$ cat src/sv/cpfc_pkg.sv
`timescale 1ns / 1ps
// ----------------------------------------------------------------------------
// cpfc_pkg
// Shared constants, types and saturation helper for the cascaded PI
// power-factor controller.
// ----------------------------------------------------------------------------
package cpfc_pkg;

    localparam int WIN_LEN    = 12;
    localparam int CODE_W     = 12;
    localparam int POS_W      = (WIN_LEN > 1) ? $clog2(WIN_LEN) : 1;
    localparam int SUM_W      = $clog2(WIN_LEN * ((1 << CODE_W) - 1) + 1);

    localparam int VAL_W      = 32;
    localparam int GAIN_W     = 31;
    localparam int SCALE_W    = 24;
    localparam int DUTY_W     = 23;
    localparam int REF_W      = 31;
    localparam int MUL_A_W    = VAL_W + 2;
    localparam int MUL_B_W    = GAIN_W + 1;
    localparam int PROD_W     = MUL_A_W + MUL_B_W;
    localparam int SCALE_SHIFT = 8;
    localparam int GAIN_SHIFT  = 24;

    localparam int CFG_IDX_W  = 3;
    localparam int CFG_DATA_W = 31;

    localparam logic signed [VAL_W-1:0] DUTY_FULL = 32'sd6553600;

    localparam logic [SCALE_W-1:0] RST_VOLTAGE_SCALE = 24'd136568;
    localparam logic [SCALE_W-1:0] RST_CURRENT_SCALE = 24'd4268;
    localparam logic [GAIN_W-1:0]  RST_VOLTAGE_TARGET = 31'd26214400;
    localparam logic [GAIN_W-1:0]  RST_CURRENT_LIMIT  = 31'd819200;
    localparam logic [GAIN_W-1:0]  RST_VOLTAGE_KP     = 31'd1677722;
    localparam logic [GAIN_W-1:0]  RST_VOLTAGE_KI     = 31'd419;
    localparam logic [GAIN_W-1:0]  RST_CURRENT_KP     = 31'd3355443;
    localparam logic [GAIN_W-1:0]  RST_CURRENT_KI     = 31'd168;

    typedef enum logic [CFG_IDX_W-1:0] {
        CFG_VOLTAGE_SCALE,
        CFG_CURRENT_SCALE,
        CFG_VOLTAGE_TARGET,
        CFG_CURRENT_LIMIT,
        CFG_VOLTAGE_KP,
        CFG_VOLTAGE_KI,
        CFG_CURRENT_KP,
        CFG_CURRENT_KI
    } t_cfg_idx;

    typedef enum logic [3:0] {
        OP_NONE,
        OP_ACCEPT,
        OP_SCALE_V,
        OP_SCALE_I,
        OP_ERR,
        OP_MUL_P,
        OP_MUL_I,
        OP_ADD_I,
        OP_BACK,
        OP_OUT,
        OP_LOAD
    } t_op;

    // loop: 0 outer voltage loop, 1 inner current loop
    typedef struct packed {
        t_op  op;
        logic loop;
    } t_cmd;

    function automatic logic signed [VAL_W-1:0] sat32(input logic signed [PROD_W-1:0] v);
        logic [PROD_W-VAL_W:0] top;
        top = v[PROD_W-1:VAL_W-1];
        if (top == '0 || top == '1) begin
            return v[VAL_W-1:0];
        end else if (v[PROD_W-1]) begin
            return {1'b1, {(VAL_W-1){1'b0}}};
        end else begin
            return {1'b0, {(VAL_W-1){1'b1}}};
        end
    endfunction

endpackage

$ cat src/sv/cpfc_ctrl.sv
`timescale 1ns / 1ps
// ----------------------------------------------------------------------------
// cpfc_ctrl
// Sequencer: steps the datapath through scaling and both PI loops and
// owns the channel handshakes.
// ----------------------------------------------------------------------------
module cpfc_ctrl import cpfc_pkg::*; (
    input  logic i_clk,
    input  logic i_rst_n,
    input  logic i_in_valid,
    output logic o_in_ready,
    input  logic i_out_ready,
    output logic o_out_valid,
    output t_cmd o_cmd
);

    typedef enum logic [3:0] {
        S_IDLE,
        S_SCALE_V,
        S_SCALE_I,
        S_ERR,
        S_MUL_P,
        S_MUL_I,
        S_ADD_I,
        S_BACK,
        S_OUT,
        S_HOLD
    } t_state;

    t_state r_state;
    logic   r_loop;
    logic   r_out_valid;
    logic   load_ok;

    assign load_ok     = !r_out_valid || i_out_ready;
    assign o_in_ready  = (r_state == S_IDLE);
    assign o_out_valid = r_out_valid;

    always_comb begin
        o_cmd.loop = r_loop;
        case (r_state)
            S_IDLE:    o_cmd.op = i_in_valid ? OP_ACCEPT : OP_NONE;
            S_SCALE_V: o_cmd.op = OP_SCALE_V;
            S_SCALE_I: o_cmd.op = OP_SCALE_I;
            S_ERR:     o_cmd.op = OP_ERR;
            S_MUL_P:   o_cmd.op = OP_MUL_P;
            S_MUL_I:   o_cmd.op = OP_MUL_I;
            S_ADD_I:   o_cmd.op = OP_ADD_I;
            S_BACK:    o_cmd.op = OP_BACK;
            S_OUT:     o_cmd.op = OP_OUT;
            S_HOLD:    o_cmd.op = load_ok ? OP_LOAD : OP_NONE;
            default:   o_cmd.op = OP_NONE;
        endcase
    end

    always_ff @(posedge i_clk) begin
        if (!i_rst_n) begin
            r_state     <= S_IDLE;
            r_loop      <= 1'b0;
            r_out_valid <= 1'b0;
        end else begin
            // a new result beat is loaded when the register is empty or its beat is taken at this edge
            if (r_state == S_HOLD && load_ok) begin
                r_out_valid <= 1'b1;
            end else if (i_out_ready) begin
                r_out_valid <= 1'b0;
            end
            case (r_state)
                S_IDLE: begin
                    if (i_in_valid) begin
                        r_state <= S_SCALE_V;
                    end
                end
                S_SCALE_V: r_state <= S_SCALE_I;
                S_SCALE_I: begin
                    r_loop  <= 1'b0;
                    r_state <= S_ERR;
                end
                S_ERR:   r_state <= S_MUL_P;
                S_MUL_P: r_state <= S_MUL_I;
                S_MUL_I: r_state <= S_ADD_I;
                S_ADD_I: r_state <= S_BACK;
                S_BACK:  r_state <= S_OUT;
                S_OUT: begin
                    if (!r_loop) begin
                        r_loop  <= 1'b1;
                        r_state <= S_ERR;
                    end else begin
                        r_state <= S_HOLD;
                    end
                end
                S_HOLD: begin
                    if (load_ok) begin
                        r_state <= S_IDLE;
                    end
                end
                default: r_state <= S_IDLE;
            endcase
        end
    end

endmodule

$ cat config.mk
export PLATFORM = sky130hd
export DESIGN_NAME = cpfc_ctrl
export DESIGN_NICKNAME = d
export VERILOG_FILES = /design/src/sv/cpfc_pkg.sv /design/src/sv/cpfc_ctrl.sv
export SDC_FILE = /design/constraint.sdc
export NUM_CORES = 1
export LEC_CHECK = 0
export ABC_AREA = 1
export BUFFER_PORTS_ARGS = -buffer_cell sky130_fd_sc_hd__buf_4
export CAP_MARGIN = 10
export CORE_AREA = 5 5 42 44
export DETAILED_ROUTE_END_ITERATION = 8
export DIE_AREA = 0 0 47 49
export GPL_ROUTABILITY_DRIVEN = 0
export SYNTH_ARGS = -nofsm -noshare
export SYNTH_HDL_FRONTEND = slang
export SYNTH_SLANG_ARGS = --single-unit
$ cat constraint.sdc
create_clock -name i_clk -period 2.1 [get_ports i_clk]
set_clock_uncertainty 0.05 [all_clocks]
set_input_delay 0.315 -clock i_clk [delete_from_list [all_inputs] [get_ports i_clk]]
set_output_delay 0.315 -clock i_clk [all_outputs]
set_load 0.05 [all_outputs]
==> results of run 1 <==
## state kept, by name, indices dropped and copies added (netlist names)
signal,count
r_state,4
o_out_valid,1
r_loop,1
## routing by layer
layer,vias up,track usage,wire length (um)
met4,0,0.04147,11
met5,-,0,0
met3,2,0.05535,72
met2,13,0.1199,379
li1,188,-,-
met1,151,0.1013,306
## cells in the mapped netlist
cell type	n
sky130_fd_sc_hd__nor2_2	2
sky130_fd_sc_hd__a21oi_1	5
sky130_fd_sc_hd__nand3_1	6
sky130_fd_sc_hd__inv_1	9
sky130_fd_sc_hd__nand2_1	11
sky130_fd_sc_hd__nand3_2	2
sky130_fd_sc_hd__nor3_1	1
sky130_fd_sc_hd__o21ai_0	1
sky130_fd_sc_hd__nor2_1	5
sky130_fd_sc_hd__nand3b_1	1
sky130_fd_sc_hd__buf_4	1
sky130_fd_sc_hd__inv_2	2
sky130_fd_sc_hd__dfxtp_1	6
## power breakdown
group,internal (mW),leakage (nW),switching (mW)
combinational,0.0264,0.168,0.0628
clock,0.0647,0.0138,0.0430
sequential,0.119,0.0488,0.00617
## final timing paths
check                           startpoint          to  slack, ns  depth (start not counted)
worst max-delay path            r_state[1]  o_in_ready       0.43                          4
worst min-delay path               i_rst_n  r_state[3]       0.21                          3
worst max register to register  r_state[2]  r_state[3]       1.07                          6
worst min register to register      r_loop      r_loop       0.44                          2
## final cells by class
cell class / count / area [um^2] / area share
clock buffers: 3 / 22.52 / 0.05070
inverters: 11 / 41.29 / 0.09296
multi-input cells: 34 / 165.2 / 0.3718
flip-flops and latches: 6 / 120.1 / 0.2704
well taps: 16 / 20.02 / 0.04507
repair buffers: 10 / 75.07 / 0.1690
## worst max-delay path: stages, from the launching register on
cell,delay [ns]
sky130_fd_sc_hd__dfxtp_1,0.34
sky130_fd_sc_hd__nor2_1,0.23
sky130_fd_sc_hd__inv_1,0.09
sky130_fd_sc_hd__nor3_1,0.16
sky130_fd_sc_hd__buf_4,0.23
## per-stage QoR
stage	util	hold slack [ns]	setup slack, ns	instances	power (mW)
2_1_floorplan	-	0.3626	0.1123	52	0.1894
5_1_grt	0.3170	0.2435	0.2803	80	0.3440
3_5_place_dp	0.3009	0.4418	0.7038	77	0.2168
4_1_cts	0.3170	0.2066	0.4368	80	0.3264
3_3_place_gp	0.3009	0.4382	0.7262	77	0.2164
6_report	0.3170	0.2124	0.4341	80	0.3221
## cells in the final DEF, fill, tap and decap left out, drive strengths merged
master,count
a21oi,5
nor3,1
nor2,7
nand3,8
o21ai,1
buf,10
nand2,11
dfxtp,6
nand3b,1
clkbuf,3
inv,11
## kinds of logic after synthesis
family | count (synthesis)
AND/OR/NAND/NOR | 28
buffers and inverters | 12
flip-flops | 6
AO/OA/AOI/OAI | 6
==> results.txt, run 1 <==
* Clock slew at reported path FFs: 0.04 ns
- The floorplan has 14 rows.
* Fill count: 165
- Of the total synthesized cell area, the portion taken by AND, OR, NAND and NOR gates is 0.4045.
* Max-slew headroom at the worst pin: 0.8307
- Post-detailed-route DRC marker count: 0
- Total clock buffers created by CTS: 3
* Avg Synthesized Cell Area: 6.424 um^2
- Of the total synthesized cell area, the portion taken by full adders, half adders and majority gates is 0.
- Combinational family with the most area after synthesis: simple AND/OR/NAND/NOR gates
- When the netlist entered floorplanning its net count stood at 56.
* Width of the die: 47 um
- TritonCTS clock tree: yes
- The root buffer cell chosen for the clock tree is sky130_fd_sc_hd__clkbuf_4.
- Entering global routing, the biggest net connects 8 pins.
- Hold violation total from the final report: 0
* Cell leakage power: 0.2304 nW
* Number of pins exceeding their max-slew limit in the final report: 0
- The count of nets left with antenna violations once routing finished came out at 0.
- Hold buffers post-CTS: 0
- In the final layout, the share of cells above drive strength 1 is 0.2969.
- Global-route wire length before repair: 1.400 mm
- The worst-case IR drop observed on VDD is 0.3289 mV.
* Clock insertion delay at the later pin of the skew report: 0.25 ns
- Of the post-synthesis cell area, the dominant cell type holds 0.3596.
* Detailed-route vias per instance: 4.425
- The area fraction in compound gates after synthesis came to 0.08989.
- Height of the die: 49 um
- Detailed Route Iter0 Violations: 8
- The finished cells cover 444.2 um^2.
* Type of the setup path with the least slack: reg2out
- Clock tree buffer depth: 2
- Counting every instance in the synthesized netlist gives 52.
- Via total after detailed routing: 354
- The largest total area in the synthesized netlist belongs to sky130_fd_sc_hd__dfxtp_1.
- The area growth from synthesis to layout is 32.96%.
- Power density over cell area: 725.1 mW/mm^2
- The worst path needs 1.666 ns of the cycle, external delays included.
- Type of the tightest min-delay check: in2reg
- Outcome: completed
- After global routing the overflow that remains totals 0.
- Before antenna repair, the detailed router went through 4 iterations.
* # nets final: 70
- Library cells used by synthesis: 13
- RSZ-0062 raised after global routing: no
- Of the total synthesized cell area, the portion taken by XOR and XNOR cells is 0.
- The tree built by TritonCTS fans out to 6 sinks.
- Maximum fanout count along the critical path: 5
- The initial antenna violation count is 0.
- Summed instance area of the synthesized netlist: 334.1 um^2
* Worst Setup End Kind: primary output
- Number of global-route vias before repair: 342
* Flip-flop and latch count after synthesis: 6
- The HPWL after detailed placement is 615.3 um.
- STA classifies the critical path startpoint as a register.
* Proportion of synthesized area in mux cells: 0
* Die Outline Area: 0.002303 mm^2
* Number of failing setup endpoints in the final timing report: 0
- The count of buffers added on input and output ports is 10.
* CTS resizes: 0
- TNS Setup: 0 ns
- Highest clock rate: 600.3 MHz
- Post-place instance area: 421.7 um^2
* CP Data Required Time: 1.74 ns
- In this run the post-CTS setup repair buffer count came out at 0.
* Drt wl/cell: 9.625 um
* Largest cells by area after synthesis: sky130_fd_sc_hd__dfxtp_1, sky130_fd_sc_hd__nand2_1, sky130_fd_sc_hd__inv_1
- During I/O placement, the number of pins put on the boundary was 11.
* H-Tree Depth: 1
- Max-cap viol count: 0
- Data on the critical path arrives at its endpoint at 1.30 ns.
- The core region is 0.001401 mm^2.
* Count of inserted antenna diode cells: 0
- Overall fraction of global-route tracks in use: 0.08668
- For the pin with the worst max-slew slack, the measured transition is 0.2531 ns.
* Fraction of the cycle the final worst path needs: 0.7933
- Count of warnings emitted by yosys: 0
* Register area share after synthesis: 0.3596
- Starting density of the core: 0.2384
- The final layout contains routed wiring with a total length of 770 um.
Power figures use the tool's default switching activity.
==> run 2: changes to the inputs <==
==> constraint.sdc (replaced) <==
create_clock -name i_clk -period 1.5 [get_ports i_clk]
set_clock_uncertainty 0.05 [all_clocks]
set_input_delay 0.225 -clock i_clk [delete_from_list [all_inputs] [get_ports i_clk]]
set_output_delay 0.225 -clock i_clk [all_outputs]
set_load 0.05 [all_outputs]
==> results.txt, run 2 (same netlist as run 1, synthesis figures left out) <==
- The count of H-tree levels built during CTS is 1 (unchanged).
- Hold violation total from the final report: 0 (unchanged)
* Final HPWL DP: 598.9 um (-2.7%)
* Maximum number of pins on one net before global-route repair: 8 (unchanged)
- Global-route wire length before repair: 1.207 mm (-14%)
* Overall power: 0.4569 mW (+42%)
* Worst Hold Depth: 3 (unchanged)
- The share of layout cells above drive strength 1 is 0.4219 (+0.1250).
- Area of the placeable core: 0.001401 mm^2 (unchanged)
- Total number of placement rows: 14 (unchanged)
- # nets final: 70 (unchanged)
* Max-slew headroom at the worst pin: 0.8902 (+0.05957)
- Fraction of the cycle the final worst path needs: 0.9461
- Drt wl/cell: 9.038 um (-6.1%)
- Post-layout utilization of the core: 0.3464 (+0.02946)
- The initial antenna violation count came to 0 (unchanged).
- Crit-path slowest cell: sky130_fd_sc_hd__dfxtp_2
- IO Port Bufs: 10 (unchanged)
- The leakage component of the power is 0.2485 nW (+7.8%).
* Total clock buffers created by CTS: 3 (unchanged)
* Maximum fanout count along the critical path: 6 (+1)
- The number of max-capacitance violations reported is 0 (unchanged).
- The worst register-to-register path ends at r_state[3].
* Count of inserted antenna diode cells: 0 (unchanged)
- Count of nets left with antenna violations after detail routing: 0 (unchanged)
- Outcome: completed
- Most flop-heavy register: r_state
- The number of iterations in the first detailed-routing pass came to 4 (unchanged).
- Number of global-route vias before repair: 317 (-7.3%)
* Number of pins exceeding their max-slew limit in the final report: 0 (unchanged)
- Walking the worst path, the cells encountered are inv_1, nor2_1, nand2_1, nand3_2, buf_6.
* Type of the setup path with the least slack: reg2out
- Starting density of the core: 0.2384 (unchanged)
- Max reg flops: 4 (unchanged)
* Final instance area: 485.5 um^2 (+9.3%)
* Number of failing setup endpoints in the final timing report: 0 (unchanged)
* Tightest Pin Transition: 0.1629 ns (-0.09014 ns)
- Minimum setup slack in the final design: 0.08086 ns (-0.3533 ns)
- The deepest clock path buffer count is 2 (unchanged).
* Post-detailed-route DRC marker count: 0 (unchanged)
- The I/O pin count was 11 (unchanged).
- The clock period could shrink to 1.419 ns.
* Overall fraction of global-route tracks in use: 0.07470 (-0.01198)
* Worst Setup End Kind: primary output
* CP Data Required Time: 1.22 ns (-0.52 ns)
* Area growth from synthesis to layout: 45.32%
* Remaining global-route overflow: 0 (unchanged)
- The via count normalized by instance count was 4.288 (-3.1%).
- Internal reg-to-reg setup slack: 0.55 ns (-0.52 ns)
- Commonest non-fill, non-tap cell in the layout: sky130_fd_sc_hd__nand2_1
- The die height was 49 um (unchanged).
* Width of the die: 47 um (unchanged)
- The starting DRC count in detailed routing is 6 (-2).
* Pre-CTS setup slack: 0.2099 ns (-0.4939 ns)
- Derived from the worst setup path, the maximum achievable clock frequency is 704.7 MHz.
- Delay of the slowest cell on the worst path: 0.39 ns (+0.05 ns)
* Worst reg-to-reg path cell count: 6 (unchanged)
- Clock slew at reported path FFs: 0.04 ns (about the same)
* Most used cells in the layout excluding fill and tap cells: sky130_fd_sc_hd__nand2_1, sky130_fd_sc_hd__inv_1, sky130_fd_sc_hd__buf_4
- Fill count: 157 (-4.8%)
- TritonCTS clock tree: yes
- Buffers inserted by post-CTS timing repair: 0 (unchanged)
- Arr. time, crit path: 1.14 ns (-0.16 ns)
- # clock sinks: 6 (unchanged)
* Clock tree root driver cell: sky130_fd_sc_hd__clkbuf_4
* Die Outline Area: 0.002303 mm^2 (unchanged)
- The total cell area at the placement stage was 432.9 um^2 (+2.7%).
- Power density over cell area: 941.1 mW/mm^2 (+30%)
* Type of the tightest min-delay check: in2reg
* Hold EP: r_state[3]
- Reg-to-Reg Start: r_state[1]
- Via total after detailed routing: 343 (-3.1%)
- The worst hold path begins at i_rst_n.
* Category of the worst setup path launch point: register
- Peak supply drop: 0.3396 mV (+3.2%)
- The sum of routed wire length over all layers came to 723 um (-6.1%).
* Clock insertion delay at the later pin of the skew report: 0.24 ns (about the same)
==> run 2: worst max-delay path by stage <==
stage / cells after the start / endpoint / from
2_1_floorplan: 3 / o_in_ready / r_state[1]
3_3_place_gp: 5 / o_cmd[4] / r_state[3]
3_5_place_dp: 5 / o_cmd[4] / r_state[3]
4_1_cts: 5 / o_cmd[4] / r_state[1]
5_1_grt: 4 / o_cmd[1] / r_state[2]
6_report: 5 / o_cmd[4] / r_state[2]
==> run 2: stage by stage <==
stage	hold WS [ns]	instances	TNS, ns
2_1_floorplan	0.2726	52	0
3_3_place_gp	0.3643	77	0
3_5_place_dp	0.3709	77	0
4_1_cts	0.1159	80	0
5_1_grt	0.1189	80	-0.02333
6_report	0.1223	80	0
==> run 2: final cells by class <==
type	instances	area (um^2)	share of cell area
clock buffer	3	22.52	0.04639
inverter	11	41.29	0.08505
multi-input combinational	34	187.7	0.3866
sequential	6	131.4	0.2706
tap	16	20.02	0.04124
timing repair buffer	10	82.58	0.1701
==> run 2: where the power goes <==
part	leakage (nW)	switching [mW]	internal [mW]	total [mW]
combinational	0.183	0.0895	0.0438	0.133
sequential	0.0516	0.0123	0.166	0.178
clock	0.0138	0.0549	0.0903	0.145
==> run 2: critical path, delay by kind of cell (launching register included) <==
family,cells,cell delay [ns]
simple gates,3,0.30
flops,1,0.39
buf+inv,2,0.20
==> run 2: routing by layer <==
layer  global-route usage  vias up  routed length [um]
met3              0.02952        4                  32
met5                    0        -                   0
li1                     -      186                   -
met4              0.06912        0                  28
met2               0.1018        7                 336
met1              0.08370      146                 325
==> run 2: what timing repair did <==
action | 4_1_cts | 5_1_grt
pin swaps | 0 | 0
hold buffers | 0 | 0
endpoints found under the setup margin | 4 | 5
resized for setup | 3 | 8
==> run 3: changes to the inputs <==
--- a/config.mk
+++ b/config.mk
@@ -5,13 +5,15 @@
 export SDC_FILE = /design/constraint.sdc
 export NUM_CORES = 1
 export LEC_CHECK = 0
-export ABC_AREA = 1
+export ABC_AREA = 0
 export BUFFER_PORTS_ARGS = -buffer_cell sky130_fd_sc_hd__buf_4
 export CAP_MARGIN = 10
 export CORE_AREA = 5 5 42 44
+export CTS_CLUSTER_SIZE = 14
 export DETAILED_ROUTE_END_ITERATION = 8
 export DIE_AREA = 0 0 47 49
 export GPL_ROUTABILITY_DRIVEN = 0
+export RECOVER_POWER = 50
 export SYNTH_ARGS = -nofsm -noshare
 export SYNTH_HDL_FRONTEND = slang
 export SYNTH_SLANG_ARGS = --single-unit
==> results.txt, run 3 <==
- The deepest clock path buffer count was 2 (unchanged).
- Hold violation total from the final report: 0 (unchanged)
- Drt wl/cell: 12.06 um (+33%)
- Int Pwr: 0.3456 mW (+15%)
* H-Tree Depth: 1 (unchanged)
* Footprint of the flip-flops and latches: 133.9 um^2 (+1.9%)
- For this run, the leading register cell type out of synthesis is sky130_fd_sc_hd__dfxtp_1.
- The floorplan core area came to 0.001401 mm^2 (unchanged).
- Number of failing setup endpoints in the final timing report: 1 (+1)
* Max-cap viol count: 0 (unchanged)
- The slowest stage of the critical path is the sky130_fd_sc_hd__dfxtp_4 cell.
- The die height is 49 um (unchanged).
- The critical-path maximum fanout came to 7 (+1).
- The fraction of registers with async set/reset is 0 (unchanged).
- The hold buffer count at cts came to 0 (unchanged).
- Power density over cell area: 753.6 mW/mm^2 (-20%)
- The unique cell type count in the Yosys netlist was 26 (+13).
- The library cells used most frequently in the layout, excluding fill and tap cells, are sky130_fd_sc_hd__buf_4, sky130_fd_sc_hd__buf_6.
- Maximum number of pins on one net before global-route repair: 9 (+1)
- TNS Setup: -0.02049 ns (-0.02049 ns)
- Of all cell types, the one taking the most synthesized area is sky130_fd_sc_hd__dfxtp_1.
- The number of I/O port buffers came to 10 (unchanged).
- STA classifies the critical path endpoint as a primary output.
- Total number of placement rows: 14 (unchanged)
- The share of the cycle needed by the critical path after routing was 1.014 (+0.06756).
* Clock tree root driver cell: sky130_fd_sc_hd__clkbuf_4
* Final HPWL DP: 721.7 um (+21%)
- By instance count, the cell type seen most on the critical path is sky130_fd_sc_hd__buf_6.
* Fill count: 134 (-15%)
- Clock slew at reported path FFs: 0.04 ns (about the same)
- In this run the critical register-to-register path is launched from r_state[2].
- Clock insertion delay at the later pin of the skew report: 0.24 ns (about the same)
- The initial antenna violation count came to 0 (unchanged).
- Internal reg-to-reg setup slack: 0.21 ns (-0.34 ns)
* Sequential cell fraction of total power: 0.352 (-0.039)
- Tightest Pin Transition: 0.2541 ns (+0.09118 ns)
* Count of warnings emitted by yosys: 0 (unchanged)
- The worst hold path terminates at r_state[3].
- The netlist area before placement was 422.9 um^2 (+27%).
- Worst reg-to-reg path cell count: 4 (-2)
- Most frequent cell after synthesis: sky130_fd_sc_hd__dfxtp_1
- The remaining design rule violation count came to 0 (unchanged).
- The multi-input logic area was 291.5 um^2 (+55%).
- The critical path data arrival time is 1.25 ns (+0.11 ns).
- Detailed-route vias per instance: 4.899 (+14%)
* Area growth from synthesis to layout: 63.02%
* Switching Share: 0.3348 (-0.008144)
* Detailed Routing Iterations Pass 1: 4 (unchanged)
- The post-layout worst setup margin came to -0.02049 ns (-0.1013 ns).
* Max-slew headroom at the worst pin: 0.8293 (-0.06091)
- Peak supply drop: 0.3643 mV (+7.3%)
- The number of diodes came to 0 (unchanged).
- The number of flip-flops and latches in the synthesized netlist was 6 (unchanged).
- Number of global-route vias before repair: 379 (+20%)
- Net Count, Synth: 45 (-20%)
* I/O pins: 11 (unchanged)
- The peak clock frequency supported by timing is 657.7 MHz (-6.7%).
- The share of power burned in the clock network came to 0.281 (-0.037).
- The initial core utilization is 0.3018 (+0.06339).
- The path class of the tightest hold or removal check is in2reg.
- Register area share after synthesis: 0.2840 (-0.07553)
- Reg-to-reg endpoint: r_loop
* Outcome: finished, violations left
- Count of nets left with antenna violations after detail routing: 0 (unchanged)
- The net switching component of the power was 0.1739 mW (+11%).
- The die area is 0.002303 mm^2 (unchanged).
- Aggregate routed wire length: 953 um (+32%)
- TritonCTS built the clock tree.
- Via total after detailed routing: 387 (+13%)
* # nets final: 69 (-1.4%)
- Shortest clock period the worst path allows after layout: 1.520 ns (+0.1013 ns)
* Largest cells by area after synthesis: sky130_fd_sc_hd__dfxtp_1, sky130_fd_sc_hd__buf_6, sky130_fd_sc_hd__nor2b_1
* Critical Path, Cell by Cell: buf_6, o21a_1, nor3_4, buf_6
- The worst path buffer plus inverter count was 2 (unchanged).
- Delay of the slowest cell on the worst path: 0.37 ns (-0.02 ns)
* Final instance area: 689.4 um^2 (+42%)
* Remaining global-route overflow: 0 (unchanged)
* Cell leakage power: 0.2971 nW (+20%)
- The die width was 47 um (unchanged).
* Worst-case hold slack: 0.1849 ns (+0.06254 ns)
- Leaving out fill and tap cells, the most frequent cell in the layout is sky130_fd_sc_hd__buf_4.
- Among cell families on the critical path, the largest total delay comes from flip-flops.
* CP Data Required Time: 1.22 ns (about the same)
- Worst Hold Depth: 2 (-1)
- The number of enable-type register cells in the synthesized netlist was 0 (unchanged).
- Category of the worst setup path launch point: register
- The mean area per synthesized cell was 10.31 um^2 (+61%).
- Failing checks: setup timing
- Global-route wire length before repair: 1.566 mm (+30%)
- The count of final max-slew check failures was 0 (unchanged).
* Overall fraction of global-route tracks in use: 0.09507 (+0.02037)
- The number of clock buffers inserted by TritonCTS is 3 (unchanged).
* Share of total power in combinational logic: 0.367 (+0.075)
* # clock sinks: 6 (unchanged)
- Most flop-heavy register: r_state
- Fraction of layout cells with a size suffix above 1: 0.6667 (+0.2448)
- Top cells by count, synth: sky130_fd_sc_hd__dfxtp_1, sky130_fd_sc_hd__nor2b_1, sky130_fd_sc_hd__buf_6, sky130_fd_sc_hd__o21a_1
- The area fraction of the dominant cell type after synthesis came to 0.2840 (-0.07553).
- The number of flip-flops under the largest register name came to 4 (unchanged).
* Detailed Route Iter0 Violations: 11 (+5)
* Type of the setup path with the least slack: reg2out
* Min-delay src: i_rst_n
* Post-place instance area: 563.0 um^2 (+30%)
* Number of instances in the synthesized netlist: 41 (-21%)
- RSZ-0062 raised after global routing: yes
[run 3: cell count changes after synthesis, moves of 3 or more]
cell                      before  now
sky130_fd_sc_hd__nor2_1        5    1
sky130_fd_sc_hd__buf_6         0    3
sky130_fd_sc_hd__nor2b_1       0    4
sky130_fd_sc_hd__inv_1         9    1
sky130_fd_sc_hd__nand2_1      11    1
sky130_fd_sc_hd__a21oi_1       5    1
sky130_fd_sc_hd__nand3_1       6    0
sky130_fd_sc_hd__o21a_1        0    3
[run 3: stage by stage]
step,setup WS [ns],power (mW),cells,util
6_report,-0.02049,0.5195,79,0.4920
5_1_grt,-0.07439,0.5450,79,0.4920
4_1_cts,-0.03640,0.5220,76,0.4670
3_5_place_dp,0.09553,0.3507,70,0.4018
3_3_place_gp,0.07421,0.3517,70,0.4018
2_1_floorplan,0.03979,0.3064,41,-
[run 3: per-layer routing]
layer | GRT usage | wire length [um]
met4 | 0.08295 | 32
met2 | 0.1335 | 436
met1 | 0.1187 | 434
met3 | 0.01476 | 49
met5 | 0 | 0
[run 3: cells by family (layout without fill, tap and decap cells)]
kind of cell | Yosys count | after routing | share of synthesized area
compound gates | 14 | 14 | 0.2663
flops | 6 | 6 | 0.2840
simple gates | 15 | 15 | 0.3314
buf+inv | 6 | 28 | 0.1183
[run 3: worst max path at each step]
stage | cells after the start | to | slack, ns | start
3_5_place_dp | 4 | o_cmd[2] | 0.1 | r_state[1]
2_1_floorplan | 2 | o_in_ready | 0.04 | r_state[0]
4_1_cts | 4 | o_cmd[1] | -0.04 | r_state[2]
3_3_place_gp | 3 | o_cmd[4] | 0.07 | r_state[1]
6_report | 4 | o_cmd[1] | -0.02 | r_state[2]
5_1_grt | 4 | o_cmd[1] | -0.07 | r_state[2]
[run 3: cell type report]
cell class,instances,area share
Multi-Input combinational cell,29,0.4229
Tap cell,16,0.02904
Inverter,1,0.005445
Sequential cell,6,0.1942
Timing Repair Buffer,24,0.3158
Clock buffer,3,0.03267
[run 3: what timing repair did]
item                                    CTS  global route
setup buffers                             3             3
endpoints found under the setup margin    5             5
gates resized for setup                  16             4
pin swaps                                 1             1
[run 3: power by group through the flow]
stage	Sequential, mW	Clock, mW	Combinational (mW)
after CTS	0.183	0.155	0.185
final	0.183	0.146	0.190
after global placement	0.187	0	0.165
after floorplan	0.176	0	0.131
after global routing	0.184	0.162	0.198
after detailed placement	0.186	0	0.164
[run 3: worst register-to-register path: cells and delay by family, from the launching register on]
kind,cells,cell delay [ns]
buffers and inverters,2,0.26
AOI/OAI and AO/OA,2,0.50
DFF,1,0.37
